### src/hdl/hsd_pkg.sv
// ----------------------------------------------------------------------------
// hsd_pkg
// Shared constants and types for the huffman stream decoder: table geometry,
// request kinds, register indexes, controller states and the command/status
// bundles between controller and datapath.
// ----------------------------------------------------------------------------
package hsd_pkg;

   // table and field geometry
   localparam int NODE_COUNT   = 256;
   localparam int NODE_AW      = $clog2(NODE_COUNT);
   localparam int SYMBOL_WIDTH = 8;
   localparam int COUNT_WIDTH  = 24;
   localparam int BYTE_BITS    = 8;
   localparam int BIT_CNT_W    = $clog2(BYTE_BITS + 1);

   // configuration port
   localparam int CSR_AW   = 3;
   localparam int CSR_DW   = 32;
   localparam logic REG_SYMBOL_TOTAL = 1'b0;
   localparam logic REG_ROOT_SLOT    = 1'b1;

   // request kinds
   localparam logic [1:0] KIND_LOAD    = 2'd0;
   localparam logic [1:0] KIND_BYTE    = 2'd1;
   localparam logic [1:0] KIND_RESTART = 2'd2;

   // controller states
   typedef enum logic [1:0] {
      ST_IDLE,
      ST_WALK,
      ST_CHILD
   } state_type;

   // one node table entry
   typedef struct packed {
      logic                    leaf;
      logic [SYMBOL_WIDTH-1:0] symbol;
      logic [NODE_AW-1:0]      zero_child;
      logic [NODE_AW-1:0]      one_child;
   } entry_type;

   // controller to datapath
   typedef struct packed {
      logic load_entry;
      logic restart;
      logic accept_byte;
      logic drop_bit;
      logic descend;
      logic emit;
      logic finish;
   } cmd_type;

   // datapath to controller
   typedef struct packed {
      logic cur_leaf;
      logic total_hit;
      logic bits_done;
   } status_type;

   // register file to datapath
   typedef struct packed {
      logic [COUNT_WIDTH-1:0] symbol_total;
      logic [NODE_AW-1:0]     root_slot;
      logic                   root_wr;
      logic [NODE_AW-1:0]     root_new;
   } csr_type;

endpackage

### src/hdl/hsd_ctrl.sv
// ----------------------------------------------------------------------------
// hsd_ctrl
// Walk controller: dispatches requests, then steps through the bits of a
// compressed byte one node-table read at a time.
// ----------------------------------------------------------------------------
module hsd_ctrl (
   input  logic                  clock,
   input  logic                  reset,
   input  logic                  start,
   input  logic [1:0]            kind,
   input  hsd_pkg::status_type   status,
   output hsd_pkg::cmd_type      cmd,
   output logic                  busy
);

   hsd_pkg::state_type state_ff, state_in;

   // state register
   always_ff @(posedge clock) begin
      if (reset) begin
         state_ff <= hsd_pkg::ST_IDLE;
      end else begin
         state_ff <= state_in;
      end
   end

   // next state and commands
   always_comb begin
      state_in = state_ff;
      cmd      = '0;
      busy     = (state_ff != hsd_pkg::ST_IDLE);
      unique case (state_ff)
         hsd_pkg::ST_IDLE: begin
            if (start) begin
               unique case (kind)
                  hsd_pkg::KIND_LOAD:    cmd.load_entry = 1'b1;
                  hsd_pkg::KIND_RESTART: cmd.restart    = 1'b1;
                  hsd_pkg::KIND_BYTE: begin
                     cmd.accept_byte = 1'b1;
                     state_in        = hsd_pkg::ST_WALK;
                  end
                  default: ;
               endcase
            end
         end
         // current entry is in the read register
         hsd_pkg::ST_WALK: begin
            priority if (status.total_hit || status.bits_done) begin
               cmd.finish = 1'b1;
               state_in   = hsd_pkg::ST_IDLE;
            end else if (status.cur_leaf) begin
               cmd.drop_bit = 1'b1;
            end else begin
               cmd.descend = 1'b1;
               state_in    = hsd_pkg::ST_CHILD;
            end
         end
         // freshly read child: leaf emits; inner node stops or descends at once
         hsd_pkg::ST_CHILD: begin
            priority if (status.cur_leaf) begin
               cmd.emit = 1'b1;
               state_in = hsd_pkg::ST_WALK;
            end else if (status.total_hit || status.bits_done) begin
               cmd.finish = 1'b1;
               state_in   = hsd_pkg::ST_IDLE;
            end else begin
               cmd.descend = 1'b1;
            end
         end
         default: state_in = hsd_pkg::ST_IDLE;
      endcase
   end

endmodule

### config.mk
export PLATFORM = sky130hd
export DESIGN_NAME = hsd_ctrl
export DESIGN_NICKNAME = d
export VERILOG_FILES = /design/src/hdl/hsd_pkg.sv /design/src/hdl/hsd_ctrl.sv
export SDC_FILE = /design/constraint.sdc
export NUM_CORES = 1
export LEC_CHECK = 0
export BUFFER_PORTS_ARGS = -buffer_cell sky130_fd_sc_hd__buf_2
export CAP_MARGIN = 40
export CORE_AREA = 2 2 39 41
export DETAILED_ROUTE_END_ITERATION = 8
export DIE_AREA = 0 0 41 43
export PLACE_DENSITY = 0.55
export SYNTH_ARGS = -nofsm -noshare
export SYNTH_HDL_FRONTEND = slang
export SYNTH_SLANG_ARGS = --single-unit
### constraint.sdc
create_clock -name clock -period 2.82 [get_ports clock]
set_input_delay 0.141 -clock clock [delete_from_list [all_inputs] [get_ports clock]]
set_output_delay 0.141 -clock clock [all_outputs]
set_load 0.02 [all_outputs]
Yosys cells after proc, flatten, opt, wreduce, memory -nomap -nowiden:

Cells that the tools add are included.

* flip-flop bits (word level): 2
* bits of input ports: 8
* word-level logic and storage cells: 37

* equality and inequality tests: 8
* muxes and demuxes: 23
* reductions and logical operators: 5

Operator list (number)
* two-way mux 2 bit: 7
* two-way mux 1 bit: 11
* two-way mux 3 bit: 2
* inequality test 3 bit (second input constant): 2
* one-hot mux 2 bit (3 select lines): 1
* == test 2 x 1 -> 1 bit (second input constant): 2
* == test 2 bit (second input constant): 2
* logical NOT 2 bit: 2
* one-hot mux 1 bit (2 select lines): 2
* AND reduction 4 bit: 1
* inequality test 2 x 1 -> 1 bit (second input constant): 1
* inequality test 2 bit (second input constant): 1
* nonzero test 2 bit: 1
* logical OR 1 bit: 1

Depth between registers and ports, before layout:

* depth in word-level cells: 4
* gate-level depth with buffers: 5
* mapped depth without buffers: 5

Worst setup path after synthesis:

No wires, ideal clock.

* kind: register to register
* start point: register state_ff[0]
* end point: register state_ff[1]
* library setup time: 95 ps
* arrival time: 1519 ps
* data required time: 2725 ps
* path slack: 1205 ps
* cell stages (with the launch flop): 6
* buffers on the path: 0
* period minus slack after synthesis: 1615 ps
* cells stage by stage: dfxtp_1 > inv_1 > ha_1 > or4b_1 > a211o_2 > o311ai_1

* cells in the longest elaborated chain, start to end: 3

Ends and longest elaborated chain
* start, declared: RTL line hsd_ctrl.sv:16 `hsd_pkg::state_type state_ff, state_in;`
* start signal, assigned: RTL line hsd_ctrl.sv:21 `state_ff <= hsd_pkg::ST_IDLE;`
* start signal, assigned: RTL line hsd_ctrl.sv:23 `state_ff <= state_in;`
* == test 2 x 1 -> 1 bit, or another cell as far along: RTL line hsd_ctrl.sv:32 `unique case (state_ff)`
* inequality test 3 bit (no line), or another cell as far along
* AND reduction 4 bit (no line)

Several ways; a longest one is shown, not always the timed one.
A chain may end at the register's enable or synchronous reset.

Final worst setup path:

Same ends and word-level chain as after synthesis.

==> flow_summary.ini <==
[synth]
synth_edf_count = 0
syn_inst = 34
synth_xor_area_frac = 0
synth_fa_ha_area_frac = 0.183
muxShareOfSynthArea = 0.0411
syn_nets = 46
ys_types = 19
yosysWarnings = 0
synth_compound_area_frac = 0.187
async_flop_share = 0
synth-seq-cells = 2
synthSimpleGateAreaFrac = 0.388
ys_seq_area_frac = 0.146
yosysTopAreaCellShare = 0.183
avgSynthCellArea_um2 = 8.06
synth.top_cells.by_area = ha_1 18%, dfxtp_1 15%, or4b_1 7.3%
synthFlopType = dfxtp_1
synth_commonest_cells = 4 x ha_1, 4 x inv_1, 3 x a21oi_1, 3 x nor2_1
synth_top_family_by_area = simple AND/OR/NAND/NOR gates
netlist_area_um2 = 274
yosys.area.top_type = ha_1

[power_and_ir_drop]
power-per-cell-area_nw_per_um2 = 482
p_sw_frac = 0.379
power.switching_w = 0.0000714
combPwrFrac = 0.475
pwr-share-clk = 0.329
ir_drop_mv = 0.158
p_leak_nw = 0.191
pwr-share-seq = 0.196
internal-power_w = 0.000117

[clock_network]
path_clk_slew_ps = 30
cts_resized = 0
clk_latency_ps = 220
clockBufferDepth = 2
cts.sinks = 2
post_cts_buffers = 0
root_buffer = clkbuf_4
cts_hold_buf = 0
htreeDepth = 1
cts_buffers = 3
cts_tree = yes

[outcome]
status = complete, no violations

[setup_path]
critPathRequiredTime_ps = 2930
arrival_ps = 1870
critPathKind = reg -> reg
crit_chain = inv_1, ha_1, or4b_1, a211o_2, o311ai_1
critPathCaptureType = flop
critPathLaunchType = flop
cpMaxStageDelayCell = or4b_1
cp_slowest_stage_delay_ps = 540
critPathMaxFanout = 7

[place]
dpl_cell_area_um2 = 369
routabilityCongestion = 0.755
hpwl_um = 539
io_buffers = 15

[final_layout]
n_antenna_cell = 0
largest_register_ffs = 2
reg.largest.list = state_ff: 2 flops
nNetsFinal = 66
top_register = state_ff
drive_gt1_frac = 0.423
area_growth_syn_to_layout_pct = 42.9
final_area_um2 = 392

[floorplanning]
dieHeight_um = 43
rows = 14
die_area_um2 = 1760
ioPinCount = 16
core-area_um2 = 1380
fp.dieW_um = 41
initial_core_util = 0.198

[global_route]
antenna_found_initial = 0
grt_max_degree = 8
first_global_vias = 297
grt_use_total = 0.0982
grt_pass1_wl_um = 1150
overflow = 0

[timing]
relSlewSlack = 0.825
period_share = 0.623
slew_viol_final = 0
setup_viol = 0
hold_viol = 0
whs_ps = 216
timing.setup.tns_ps = 0
worstMarginPinSlew_ps = 258
fin_worst_skew_ps = 2.17
max_freq_mhz = 569
grt_setup_unrepaired = no
fin_crit_ps = 1760

[routing]
finalWirelength_um = 674
vias_per_cell = 4.51
drtAntennaViolNets = 0
detail_route.wl_per_cell_um = 9.91
drt_iter0_drc = 5
drc_errors = 0
drtPass1Iterations = 2
vias = 307

[flow_run]
cap_violations = 0

[worst_hold_path]
hold_class = in -> reg
## layout make-up
type	count	area, um2
Clock buffer	3	22.5
Fill cell	161	992
Inverter	4	15.0
Multi-Input combinational cell	28	219
Sequential cell	2	40.0
Tap cell	16	20.0
Timing Repair Buffer	15	75.1
## layout by cell type (no fill, tap or decap), types with 2 or more instances in the layout
cell and n:
clkbuf_4 3, nor3_1 2, o21ai_0 2, nor3b_1 2, a21oi_1 3, ha_1 4
or4b_1 2, inv_1 4, dfxtp_1 2, nor2_1 3, buf_2 15
## per-layer routing
metal	up-vias	wire (um)	global-route usage
li1	164	-	-
met3	0	29	0.0314
met1	137	324	0.131
met5	-	0	0
met4	0	0	0.0800
met2	6	321	0.122
## final timing paths
path                  to   startpoint  slack, ps  cells past startpoint
max          state_ff[1]  state_ff[0]       1060                      5
max reg2reg  state_ff[1]  state_ff[0]       1060                      5
min reg2reg  state_ff[1]  state_ff[1]        610                      2
min          state_ff[1]        reset        220                      2
## cell families (layout without fill, tap and decap cells)
kind of cell | after synthesis | in the layout
compound gates | 8 | 8
fa+ha+maj | 4 | 4
buf+inv | 4 | 22
flops | 2 | 2
mux | 1 | 1
simple gates | 15 | 15
## metrics by stage
step                power (W)  cells  setup slack (ps)   util
global route         0.000210     68               921  0.283
global placement     0.000127     65              1110  0.267
CTS                  0.000196     68              1050  0.283
floorplan           0.0000989     34              1210      -
detailed placement   0.000127     65              1060  0.267
finish               0.000189     68              1060  0.283
## power by group through the flow
stage | clock, W | combinational, W | sequential (W)
final | 0.0000620 | 0.0000896 | 0.0000370
after global routing | 0.0000709 | 0.000101 | 0.0000377
after global placement | 0 | 0.0000901 | 0.0000369
after detailed placement | 0 | 0.0000897 | 0.0000375
after floorplan | 0 | 0.0000622 | 0.0000367
after CTS | 0.0000682 | 0.0000903 | 0.0000371
## worst max-delay path, delay by kind of cell, from the launching register on
family	cells	cell delay [ps]
adders and majority gates	1	280
AOI/OAI and AO/OA	2	400
buffers and inverters	1	90
and+or+nand+nor	1	540
DFF	1	340
No activity file was read; power rests on OpenSTA's default activity.
