<file path="src/hdl/hsd_pkg.sv">
// ----------------------------------------------------------------------------
// hsd_pkg
// Shared constants and types for the huffman stream decoder: table geometry,
// request kinds, register indexes, controller states and the command/status
// bundles between controller and datapath.
// ----------------------------------------------------------------------------
package hsd_pkg;

   // table and field geometry
   localparam int NODE_COUNT   = 256;
   localparam int NODE_AW      = $clog2(NODE_COUNT);
   localparam int SYMBOL_WIDTH = 8;
   localparam int COUNT_WIDTH  = 24;
   localparam int BYTE_BITS    = 8;
   localparam int BIT_CNT_W    = $clog2(BYTE_BITS + 1);

   // configuration port
   localparam int CSR_AW   = 3;
   localparam int CSR_DW   = 32;
   localparam logic REG_SYMBOL_TOTAL = 1'b0;
   localparam logic REG_ROOT_SLOT    = 1'b1;

   // request kinds
   localparam logic [1:0] KIND_LOAD    = 2'd0;
   localparam logic [1:0] KIND_BYTE    = 2'd1;
   localparam logic [1:0] KIND_RESTART = 2'd2;

   // controller states
   typedef enum logic [1:0] {
      ST_IDLE,
      ST_WALK,
      ST_CHILD
   } state_type;

   // one node table entry
   typedef struct packed {
      logic                    leaf;
      logic [SYMBOL_WIDTH-1:0] symbol;
      logic [NODE_AW-1:0]      zero_child;
      logic [NODE_AW-1:0]      one_child;
   } entry_type;

   // controller to datapath
   typedef struct packed {
      logic load_entry;
      logic restart;
      logic accept_byte;
      logic drop_bit;
      logic descend;
      logic emit;
      logic finish;
   } cmd_type;

   // datapath to controller
   typedef struct packed {
      logic cur_leaf;
      logic total_hit;
      logic bits_done;
   } status_type;

   // register file to datapath
   typedef struct packed {
      logic [COUNT_WIDTH-1:0] symbol_total;
      logic [NODE_AW-1:0]     root_slot;
      logic                   root_wr;
      logic [NODE_AW-1:0]     root_new;
   } csr_type;

endpackage

</file>
<file path="src/hdl/hsd_csr.sv">
// ----------------------------------------------------------------------------
// hsd_csr
// Configuration registers: symbol total and root slot, written and read
// through a simple APB-style port with zero wait states.
// ----------------------------------------------------------------------------
module hsd_csr (
   input  logic                          clock,
   input  logic                          reset,
   input  logic                          psel,
   input  logic                          penable,
   input  logic                          pwrite,
   input  logic [hsd_pkg::CSR_AW-1:0]    paddr,
   input  logic [hsd_pkg::CSR_DW-1:0]    pwdata,
   output logic [hsd_pkg::CSR_DW-1:0]    prdata,
   output logic                          pready,
   output hsd_pkg::csr_type              csr
);

   logic                                 wr_en;
   logic [hsd_pkg::COUNT_WIDTH-1:0]      total_ff, total_in;
   logic [hsd_pkg::NODE_AW-1:0]          root_ff, root_in;

   assign pready = 1'b1;
   assign wr_en  = psel && penable && pwrite;

   // register writes
   always_comb begin
      total_in = total_ff;
      root_in  = root_ff;
      if (wr_en) begin
         unique case (paddr[2])
            hsd_pkg::REG_SYMBOL_TOTAL: total_in = pwdata[hsd_pkg::COUNT_WIDTH-1:0];
            hsd_pkg::REG_ROOT_SLOT:    root_in  = pwdata[hsd_pkg::NODE_AW-1:0];
            default:                   ;
         endcase
      end
   end

   always_ff @(posedge clock) begin
      if (reset) begin
         total_ff <= '0;
         root_ff  <= '0;
      end else begin
         total_ff <= total_in;
         root_ff  <= root_in;
      end
   end

   // read mux
   always_comb begin
      unique case (paddr[2])
         hsd_pkg::REG_SYMBOL_TOTAL: prdata = hsd_pkg::CSR_DW'(total_ff);
         hsd_pkg::REG_ROOT_SLOT:    prdata = hsd_pkg::CSR_DW'(root_ff);
         default:                   prdata = '0;
      endcase
   end

   // a root write also moves the walker
   assign csr.symbol_total = total_ff;
   assign csr.root_slot    = root_ff;
   assign csr.root_wr      = wr_en && (paddr[2] == hsd_pkg::REG_ROOT_SLOT);
   assign csr.root_new     = pwdata[hsd_pkg::NODE_AW-1:0];

endmodule

</file>
<file path="config.mk">
export PLATFORM = sky130hd
export DESIGN_NAME = hsd_csr
export DESIGN_NICKNAME = d
export VERILOG_FILES = /design/src/hdl/hsd_pkg.sv /design/src/hdl/hsd_csr.sv
export SDC_FILE = /design/constraint.sdc
export NUM_CORES = 1
export LEC_CHECK = 0
export ABC_AREA = 1
export ABC_CLOCK_PERIOD_IN_PS = 1580
export BUFFER_PORTS_ARGS = -buffer_cell sky130_fd_sc_hd__clkbuf_2
export CORE_MARGIN = 2
export CORE_UTILIZATION = 45
export CTS_CLUSTER_SIZE = 16
export DETAILED_ROUTE_END_ITERATION = 10
export GPL_TIMING_DRIVEN = 1
export PLACE_DENSITY = 0.86
export SYNTH_ARGS = -nofsm -noshare
export SYNTH_HDL_FRONTEND = slang
export SYNTH_SLANG_ARGS = --single-unit
</file>
<file path="constraint.sdc">
create_clock -name clock -period 1.58 [get_ports clock]
set_input_delay 0.079 -clock clock [delete_from_list [all_inputs] [get_ports clock]]
set_output_delay 0.079 -clock clock [all_outputs]
set_load 0.05 [all_outputs]
</file>
# Yosys cells after proc, flatten, opt, wreduce, memory -nomap -nowiden
# Index checks and enable logic that the tools add are counted.
totals:
  reg_bits: 32
  output_inout_bits: 74
  word_cells: 9
classes:
  n_mux: 1
  bitwise_logic: 1
  n_reduce_logical: 5
op_table:
  columns: ["op", "count"]
  rows:
  - ["case mux 32 bit (2 select lines)", 1]
  - ["AND reduction 2 bit", 2]
  - ["logical AND 1 bit", 3]
  - ["NOT 1 bit", 1]

# Longest topological paths before layout
# Gate-level depths: netlist of run 1.
depth:
  ltp_word: 3
  depth_mapped: 6
  mapped_depth_nobuf: 5

# Least setup slack after synthesis of run 1
# OpenSTA, ideal clock, no wires.
synth_timing:
  kind: "reg-to-output"
  start: "reg total_ff[10] (netlist name)"
  end: "out prdata[10] (netlist name)"
  arrival_ns: 1.364
  slack_ns: 0.137
  stages_incl_launch_ff: 3
  cell_sequence: "dfxtp_1 inv_1 nor2_1"
synth_between:
  elab_chain_len: 1
synth_rtl:
  columns: ["item", "line", "text"]
  rows:
  - ["start, declared", "hsd_csr.sv:20", "logic [hsd_pkg::COUNT_WIDTH-1:0] total_ff, total_in;"]
  - ["start signal, assigned", "hsd_csr.sv:44", "total_ff <= total_in;"]
  - ["case mux 32 bit (2 select lines)", "hsd_csr.sv:51", "unique case (paddr[2])"]
  - ["end, declared", "hsd_csr.sv:14", "output logic [hsd_pkg::CSR_DW-1:0] prdata,"]
# Every way passes these cells. The select of a mux whose other input is x is not followed.

# Final worst setup path of run 1
layout_timing:
  start: "reg total_ff[23] (netlist name)"
  end: "out prdata[23] (netlist name)"
# The elaborated chain is that of the path after synthesis.

==> impl_metrics.yaml, run 1 <==
outcome:
  status: "finished, final reports clean"
critical_path:
  required_ns: 1.50
  crit_path_start_kind: "register"
  critPathArrivalTime_ns: 1.05
  worstSetupPathType: "register to output port"
  end_kind: "output port"
  crit_path_max_fanout: 3
clock_tree:
  post_cts_resized: 0
  clockRootBuffer: "clkbuf_8"
  clkTransAtPathRegs_ns: 0.06
  cts_tree: "built"
  clk_path_buf_depth: 2
  cts_max_level: 2
  cts_hold_buf: 0
  cts_setup_buffers: 0
  cts_made_buffers: 5
  clk_latency_ns: 0.28
  clock_sinks: 32
final_layout:
  final_cell_mix: "clkbuf_2 (94), nor2_1 (80), nand2_1 (57)"
  drive_gt1_frac: 0.3049
  seq_area_um2: 640.6
  multi_input_area_um2: 747.0
  n_antenna_cell: 0
  fin_util: 0.6020
  nFillCells: 378
  fin_nets: 403
  syn2layout_area_growth_pct: 26.45
  final_common_cell: "clkbuf_2"
drt:
  via_per_inst: 4.422
  vias: 1822
  drt_wl_total_mm: 3.988
  drc: 0
  ant_nets: 0
  drtIter0Drc: 47
  first_pass_iters: 4
  wl_per_cell_um: 9.680
pwr:
  power_leakage_nw: 1.274
  p_per_area_nw_per_um2: 943.0
  internal_power_w: 0.001418
  switching_share: 0.3280
  power.clock.fraction: 0.359
  seqPwrFrac: 0.406
  ir_drop_mv: 0.4546
  p_comb_frac: 0.235
  netSwitchingPower_w: 0.0006919
timing:
  worst_pin_slew_ns: 0.5375
  clock_skew_ns: 0
  finalCritPeriodShare: 0.7145
  setup_viol: 0
  rsz0062_at_grt: "false"
  fin_setup_tns_ns: 0
  slew_headroom: 0.6408
  period_needed_ns: 1.129
  fmax_mhz: 885.8
  drv_slew: 0
  hold_viol: 0
synth:
  avgSynthCellArea_um2: 6.274
  netlist-cell-type-count: 15
  syn_area_um2: 1769
  netlist_instances: 282
  ys_seq_area_frac: 0.3621
  synth_warnings: 0
  ys_seq_elements: 32
grt:
  grt_pass1_wl_mm: 6.216
  grt_overflow: 0
  grtUsageTotal: 0.1809
  grt_pass1_vias: 1505
  grt_max_degree: 33
  antenna_found_initial: 0
job:
  max-cap-violations: 0
floorplanning:
  rows: 22
  start_util: 0.4761
  coreArea_um2: 3716
  die_h_um: 66.70
  ios: 114
  die-area_um2: 4449
  die_w_um: 66.70
placement:
  io_buffers: 94
  gp_congestion: 0.7125
  dpl.hpwl_mm: 2.940
worst_hold_path:
  hold_path.class: "primary input to register"
[logic make-up after synthesis]
logic type | share of synthesized area
simple gates | 0.4031
buf+inv | 0.2305
flops | 0.3621
other cells | 0.004245
[synthesized netlist by cell type]
cell	count	area share
nor2_4	2	0.013
dfxtp_1	32	0.36
nand2_1	57	0.12
conb_1	2	0.0042
nor2_1	80	0.17
inv_2	1	0.0021
nand3_1	32	0.091
nor2_2	1	0.0035
buf_1	3	0.0064
clkbuf_8	1	0.0078
inv_1	42	0.089
buf_2	3	0.0085
buf_4	20	0.085
nand3_2	1	0.0057
buf_6	5	0.032
[worst paths after layout]
| kind | startpoint | endpoint | slack, ns | depth (start not counted) |
|---|---|---|---|---|
| min | pwdata[11] | total_ff[11] | 0.11 | 5 |
| max reg2reg | total_ff[12] | total_ff[12] | 0.97 | 2 |
| min reg2reg | total_ff[21] | total_ff[21] | 0.50 | 2 |
| max | total_ff[23] | prdata[23] | 0.45 | 3 |
[state kept, by name, summed over array words and instances (netlist names)]
register  flops
root_ff       8
total_ff     24
[layer usage]
| layer | up-vias | global-route usage | share of wire |
|---|---|---|---|
| met5 | - | 0 | 0 |
| met3 | 5 | 0.05236 | 0.076 |
| met1 | 787 | 0.1867 | 0.42 |
| met4 | 0 | 0.05357 | 0.010 |
| li1 | 959 | - | - |
| met2 | 71 | 0.3475 | 0.49 |
[through the flow]
step                      power (W)  hold slack [ns]  instance area, um2  std cells  setup slack (ns)
after floorplan            0.001296           0.2668                1795        289            0.1371
after global placement     0.001366           0.3875                2130        404            0.4554
after detailed placement   0.001373           0.4007                2130        404            0.4167
after CTS                  0.002129           0.1046                2237        412            0.4353
after global routing       0.002208           0.1231                2237        412            0.3608
final                      0.002110           0.1081                2237        412            0.4510
[power groups by stage]
stage / Sequential [W] / Combinational, W / Clock (W)
after floorplan: 0.000969 / 0.000326 / 0
after global placement: 0.000873 / 0.000493 / 0
after detailed placement: 0.000875 / 0.000498 / 0
after CTS: 0.000857 / 0.000499 / 0.000773
after global routing: 0.000860 / 0.000533 / 0.000815
final: 0.000857 / 0.000495 / 0.000757
[layout make-up]
type,instances,area share
clock inverter,2,0.01566
multi-input combinational,182,0.3339
tap,48,0.02685
timing repair buffer,99,0.2327
clock buffer,6,0.03244
inverter,43,0.07215
sequential,32,0.2864
[worst max-delay path, cell delays in order (launching register included)]
cell and delay, ns:
dfxtp_1 0.36, inv_1 0.06, nor2_1 0.08, clkbuf_2 0.28
No activity file was read; power rests on OpenSTA's default activity.
==> run 2: changes to the inputs <==
- ABC_CLOCK_PERIOD_IN_PS: 1580 -> 950
- CORE_UTILIZATION: 45 -> 38
- PLACE_DENSITY: 0.86 -> 0.78
- clock period: 1.58 -> 0.95 ns (I/O delays scaled with it)
==> impl_metrics.yaml, run 2 (synthesized netlist as in run 1, its figures left out) <==
outcome:
  violations: "negative setup slack"
  status: "complete, but fails checks"
final_layout:
  drive_gt1_frac: 0.5467
  top_register: "total_ff"
  largest_reg_flops: 24
  fin_nets: 414
  nFillCells: 379
  fin_util: 0.6550
  n_antenna_cell: 0
  largestRegisters: "total_ff x24, root_ff x8"
  final_common_cell: "nor2_1"
  final_cell_mix: "nor2_1 (64), nand2_1 (39), clkbuf_2 (37)"
  seq_area_um2: 680.7
  multi_input_area_um2: 912.1
  syn2layout_area_growth_pct: 63.44
grt:
  use_met3: 0.06389
  grtUsageTotal: 0.1886
  grt_pass1_wl_mm: 7.665
  grt_max_degree: 33
  antenna_found_initial: 0
  grt_pass1_vias: 1742
  grtUsageMet1: 0.1933
  busiest_layer: "met2"
  grt_overflow: 0
  grt_use_met2: 0.3598
timing:
  fmax_mhz: 1015
  drv_slew: 0
  hold_viol: 0
  period_needed_ns: 0.9852
  rsz0062_at_grt: "true"
  slew_headroom: 0.6234
  worst_pin_slew_ns: 0.5636
  clock_skew_ns: 0
  setup_ws_ns: -0.03517
  finalCritPeriodShare: 1.037
  setup_viol: 12
critical_path:
  crit_path_max_incr_delay_ns: 0.35
  critPathBufInv: 1
  slowest_stage: "dfxtp_2"
  cp_common_cell: "nand2_2"
  critPathArrivalTime_ns: 0.94
  cp_top_family: "flip-flops"
  crit_path_max_fanout: 3
  end_kind: "output port"
  worstSetupPathType: "register to output port"
  crit_path_start_kind: "register"
  path_cells: "nand2_2, nand2_2, clkbuf_16"
  required_ns: 0.90
floorplanning:
  die_w_um: 72.24
  rows: 24
  coreArea_um2: 4414
  die_h_um: 72.24
  die-area_um2: 5218
  ios: 114
  start_util: 0.4008
placement:
  dpl.hpwl_mm: 3.383
  io_buffers: 94
  place_ws_ns: -0.07315
  gp_congestion: 0.7683
clock_tree:
  clk_path_buf_depth: 2
  cts_max_level: 2
  clockRootBuffer: "clkbuf_8"
  cts_made_buffers: 5
  cts_tree: "built"
  clk_latency_ns: 0.28
  clock_sinks: 32
  clkTransAtPathRegs_ns: 0.07
worst_hold_path:
  hold_path.class: "primary input to register"
drt:
  ant_nets: 0
  via_per_inst: 4.466
  vias: 1907
  drc: 0
  drt_wl_total_mm: 4.835
  wl_per_cell_um: 11.32
  first_pass_iters: 4
  drtIter0Drc: 80
pwr:
  power.clock.fraction: 0.341
  switching_share: 0.3319
  netSwitchingPower_w: 0.001238
  seqPwrFrac: 0.386
  ir_drop_mv: 0.8591
  internal_power_w: 0.002491
  p_comb_frac: 0.273
  power_leakage_nw: 1.435
  p_per_area_nw_per_um2: 1290
job:
  max-cap-violations: 0
## run 2: power by group through the flow
stage | combinational [W] | clock (W) | sequential, W
global route | 0.00108 | 0.00139 | 0.00145
finish | 0.00102 | 0.00127 | 0.00144
CTS | 0.000987 | 0.00130 | 0.00144
detailed placement | 0.000907 | 0 | 0.00147
global placement | 0.000896 | 0 | 0.00146
floorplan | 0.000584 | 0 | 0.00162
## run 2: worst paths after layout
kind                 from      endpoint  slack (ns)  cells after the start
max           total_ff[5]     prdata[5]       -0.04                      3
min            pwdata[20]  total_ff[20]        0.07                      5
max reg2reg  total_ff[15]  total_ff[15]        0.09                      4
min reg2reg    root_ff[4]    root_ff[4]        0.49                      2
## run 2: repair_timing
| item | CTS | global route |
|---|---|---|
| hold buffers | 0 | 0 |
| resized for setup | 97 | 47 |
| pin swaps | 2 | 9 |
| setup endpoints to repair | 43 | 36 |
| setup buffers | 3 | 2 |
## run 2: layout make-up
cell class	instances	area share
clock buffers	5	0.02380
clock inverters	3	0.01471
inverters	43	0.05582
multi-input cells	182	0.3154
flip-flops and latches	32	0.2354
well taps	52	0.02250
repair buffers	110	0.3323
## run 2: metrics by stage
stage	hold WS [ns]	setup TNS [ns]	power [W]	cell area, um2	cells
final	0.06691	-0.1249	0.003729	2892	427
after global routing	0.07638	-1.305	0.003914	2892	427
after CTS	0.06083	-0.5960	0.003732	2820	425
after detailed placement	0.3587	-1.446	0.002373	2385	414
after global placement	0.3547	-0.1106	0.002359	2385	414
after floorplan	0.2279	0	0.002208	1976	289
## run 2: metal layers
layer	up-vias	wire [um]
met3	2	399
met2	75	2594
met5	-	0
met1	849	1817
li1	981	-
met4	0	23
## run 2: tightest hold or removal path: cells and delay by family
family        cells  cell delay (ns)
buf+inv           2             0.12
simple gates      3             0.15
==> run 3: changes to the inputs <==
- BUFFER_PORTS_ARGS: -buffer_cell sky130_fd_sc_hd__clkbuf_2 -> default
- CELL_PAD_IN_SITES_DETAIL_PLACEMENT: default -> 2
- CELL_PAD_IN_SITES_GLOBAL_PLACEMENT: default -> 2
- CORE_UTILIZATION: 38 -> 26
- DONT_BUFFER_PORTS: default -> 1
- PLACE_DENSITY: 0.78 -> 0.75
==> impl_metrics.yaml, run 3 (synthesized netlist as in run 1, its figures left out) <==
outcome:
  status: "complete, but fails checks"
  violations: "negative setup slack"
grt:
  antenna_found_initial: 0
  grt_overflow: 0
  grt_max_degree: 33
  grtUsageTotal: 0.1650
  grt_pass1_wl_mm: 9.611
  grt_pass1_vias: 2023
pwr:
  total_power_w: 0.003396
  p_per_area_nw_per_um2: 1198
  power_leakage_nw: 1.290
  internal_power_w: 0.002273
  seqPwrFrac: 0.425
  p_comb_frac: 0.258
  netSwitchingPower_w: 0.001123
  switching_share: 0.3307
  power.clock.fraction: 0.317
  ir_drop_mv: 0.4836
critical_path:
  critPathLaunch: "total_ff[15]"
  required_ns: 0.90
  worstSetupPathType: "register to output port"
  slowest_stage: "dfxtp_2"
  end_kind: "output port"
  crit_path_start_kind: "register"
  r2r_start: "total_ff[20]"
  crit_path_max_fanout: 3
  path_cells: "inv_2, nor2_4, buf_12"
  crit_path_max_incr_delay_ns: 0.35
  critPathArrivalTime_ns: 0.93
  rrSetupSlack_ns: 0.22
final_layout:
  n_antenna_cell: 0
  drive_gt1_frac: 0.4627
  top_register: "total_ff"
  final_common_cell: "nor2_1"
  largestRegisters: "total_ff x24, root_ff x8"
  largest_reg_flops: 24
  final_cell_mix: "nor2_1 (64), nand2_1 (37), buf_4 (33)"
  syn2layout_area_growth_pct: 60.18
  fin_nets: 374
timing:
  hold_viol: 0
  fin_setup_tns_ns: -0.1404
  hold_ws_ns: 0.005926
  finalCritPeriodShare: 1.030
  fmax_mhz: 1022
  period_needed_ns: 0.9782
  clock_skew_ns: 0
  rsz0062_at_grt: "true"
  drv_slew: 0
  setup_viol: 10
  setup_ws_ns: -0.02816
placement:
  dpl.hpwl_mm: 4.072
  io_buffers: 0
  gp_congestion: 0.7008
drt:
  drc: 0
  via_per_inst: 4.484
  drt_wl_total_mm: 6.043
  drtIter0Drc: 29
  ant_nets: 0
  first_pass_iters: 3
  wl_per_cell_um: 14.56
  vias: 1861
clock_tree:
  clk_latency_ns: 0.27
  clockRootBuffer: "clkbuf_8"
  cts_made_buffers: 5
  clk_path_buf_depth: 2
  clkTransAtPathRegs_ns: 0.06
  cts_tree: "built"
  clock_sinks: 32
  cts_max_level: 2
floorplanning:
  rows: 30
  ios: 114
  die_h_um: 86.49
  start_util: 0.2648
  die-area_um2: 7481
  die_w_um: 86.49
  coreArea_um2: 6681
worst_hold_path:
  worstHoldStart: "pwdata[11]"
  hold_path.class: "primary input to register"
job:
  max-cap-violations: 0
-- run 3: changes by cell type in the layout (fill, tap and decap cells not counted), moves of 7 or more --
| cell | change |
|---|---|
| buf_12 | +18 |
| buf_4 | +13 |
| buf_8 | -20 |
| clkbuf_2 | -37 |
| clkbuf_4 | -26 |
| dlygate4sd3_1 | +9 |
| nand2_4 | +7 |
-- run 3: stage by stage --
stage | instances | utilization | area (um2) | setup WS (ns)
2_1_floorplan | 289 | - | 1976 | 0.03723
3_5_place_dp | 391 | 0.3738 | 2497 | 0.1811
3_3_place_gp | 391 | 0.3738 | 2497 | 0.1836
4_1_cts | 415 | 0.4165 | 2783 | -0.03976
5_1_grt | 415 | 0.4242 | 2834 | -0.07504
6_report | 415 | 0.4242 | 2834 | -0.02816
-- run 3: timing repair --
item,4_1_cts,5_1_grt
endpoints found under the hold margin,16,0
gates resized for setup,27,18
pin swaps,4,9
hold buffers,10,0
endpoints found under the setup margin,24,29
setup buffers,6,0
-- run 3: area by class of cell --
type / count / area [um2]
Fill cell: 748 / 3847
Tap cell: 80 / 100.1
Timing Repair Buffer: 70 / 849.6
Multi-Input combinational cell: 182 / 952.2
Inverter: 43 / 161.4
Sequential cell: 32 / 680.7
Clock buffer: 8 / 90.09
-- run 3: worst max-delay path, delay by kind of cell, from the launching register on --
kind          cells  cell delay (ns)
buf+inv           2             0.19
flops             1             0.35
simple gates      1             0.11
-- run 3: final timing paths --
check                      end  cells past startpoint
setup / recovery    prdata[15]                      3
hold / removal    total_ff[11]                      4
setup reg to reg  total_ff[20]                      3
hold reg to reg     root_ff[6]                      2
-- run 3: layer usage --
| layer | global-route usage | vias to the layer above | share of wire | wire (um) |
|---|---|---|---|---|
| met4 | 0.03409 | 0 | 0.0041 | 25 |
| met1 | 0.1825 | 896 | 0.40 | 2410 |
| li1 | - | 901 | - | - |
| met5 | 0 | - | 0 | 0 |
| met3 | 0.03810 | 4 | 0.048 | 292 |
| met2 | 0.3182 | 60 | 0.55 | 3315 |
-- run 3: power groups by stage --
stage | Combinational (W) | Clock [W] | Sequential, W
after CTS | 0.000872 | 0.00113 | 0.00144
final | 0.000876 | 0.00108 | 0.00144
after floorplan | 0.000584 | 0 | 0.00162
after global placement | 0.000783 | 0 | 0.00146
after global routing | 0.000934 | 0.00120 | 0.00145
after detailed placement | 0.000802 | 0 | 0.00147
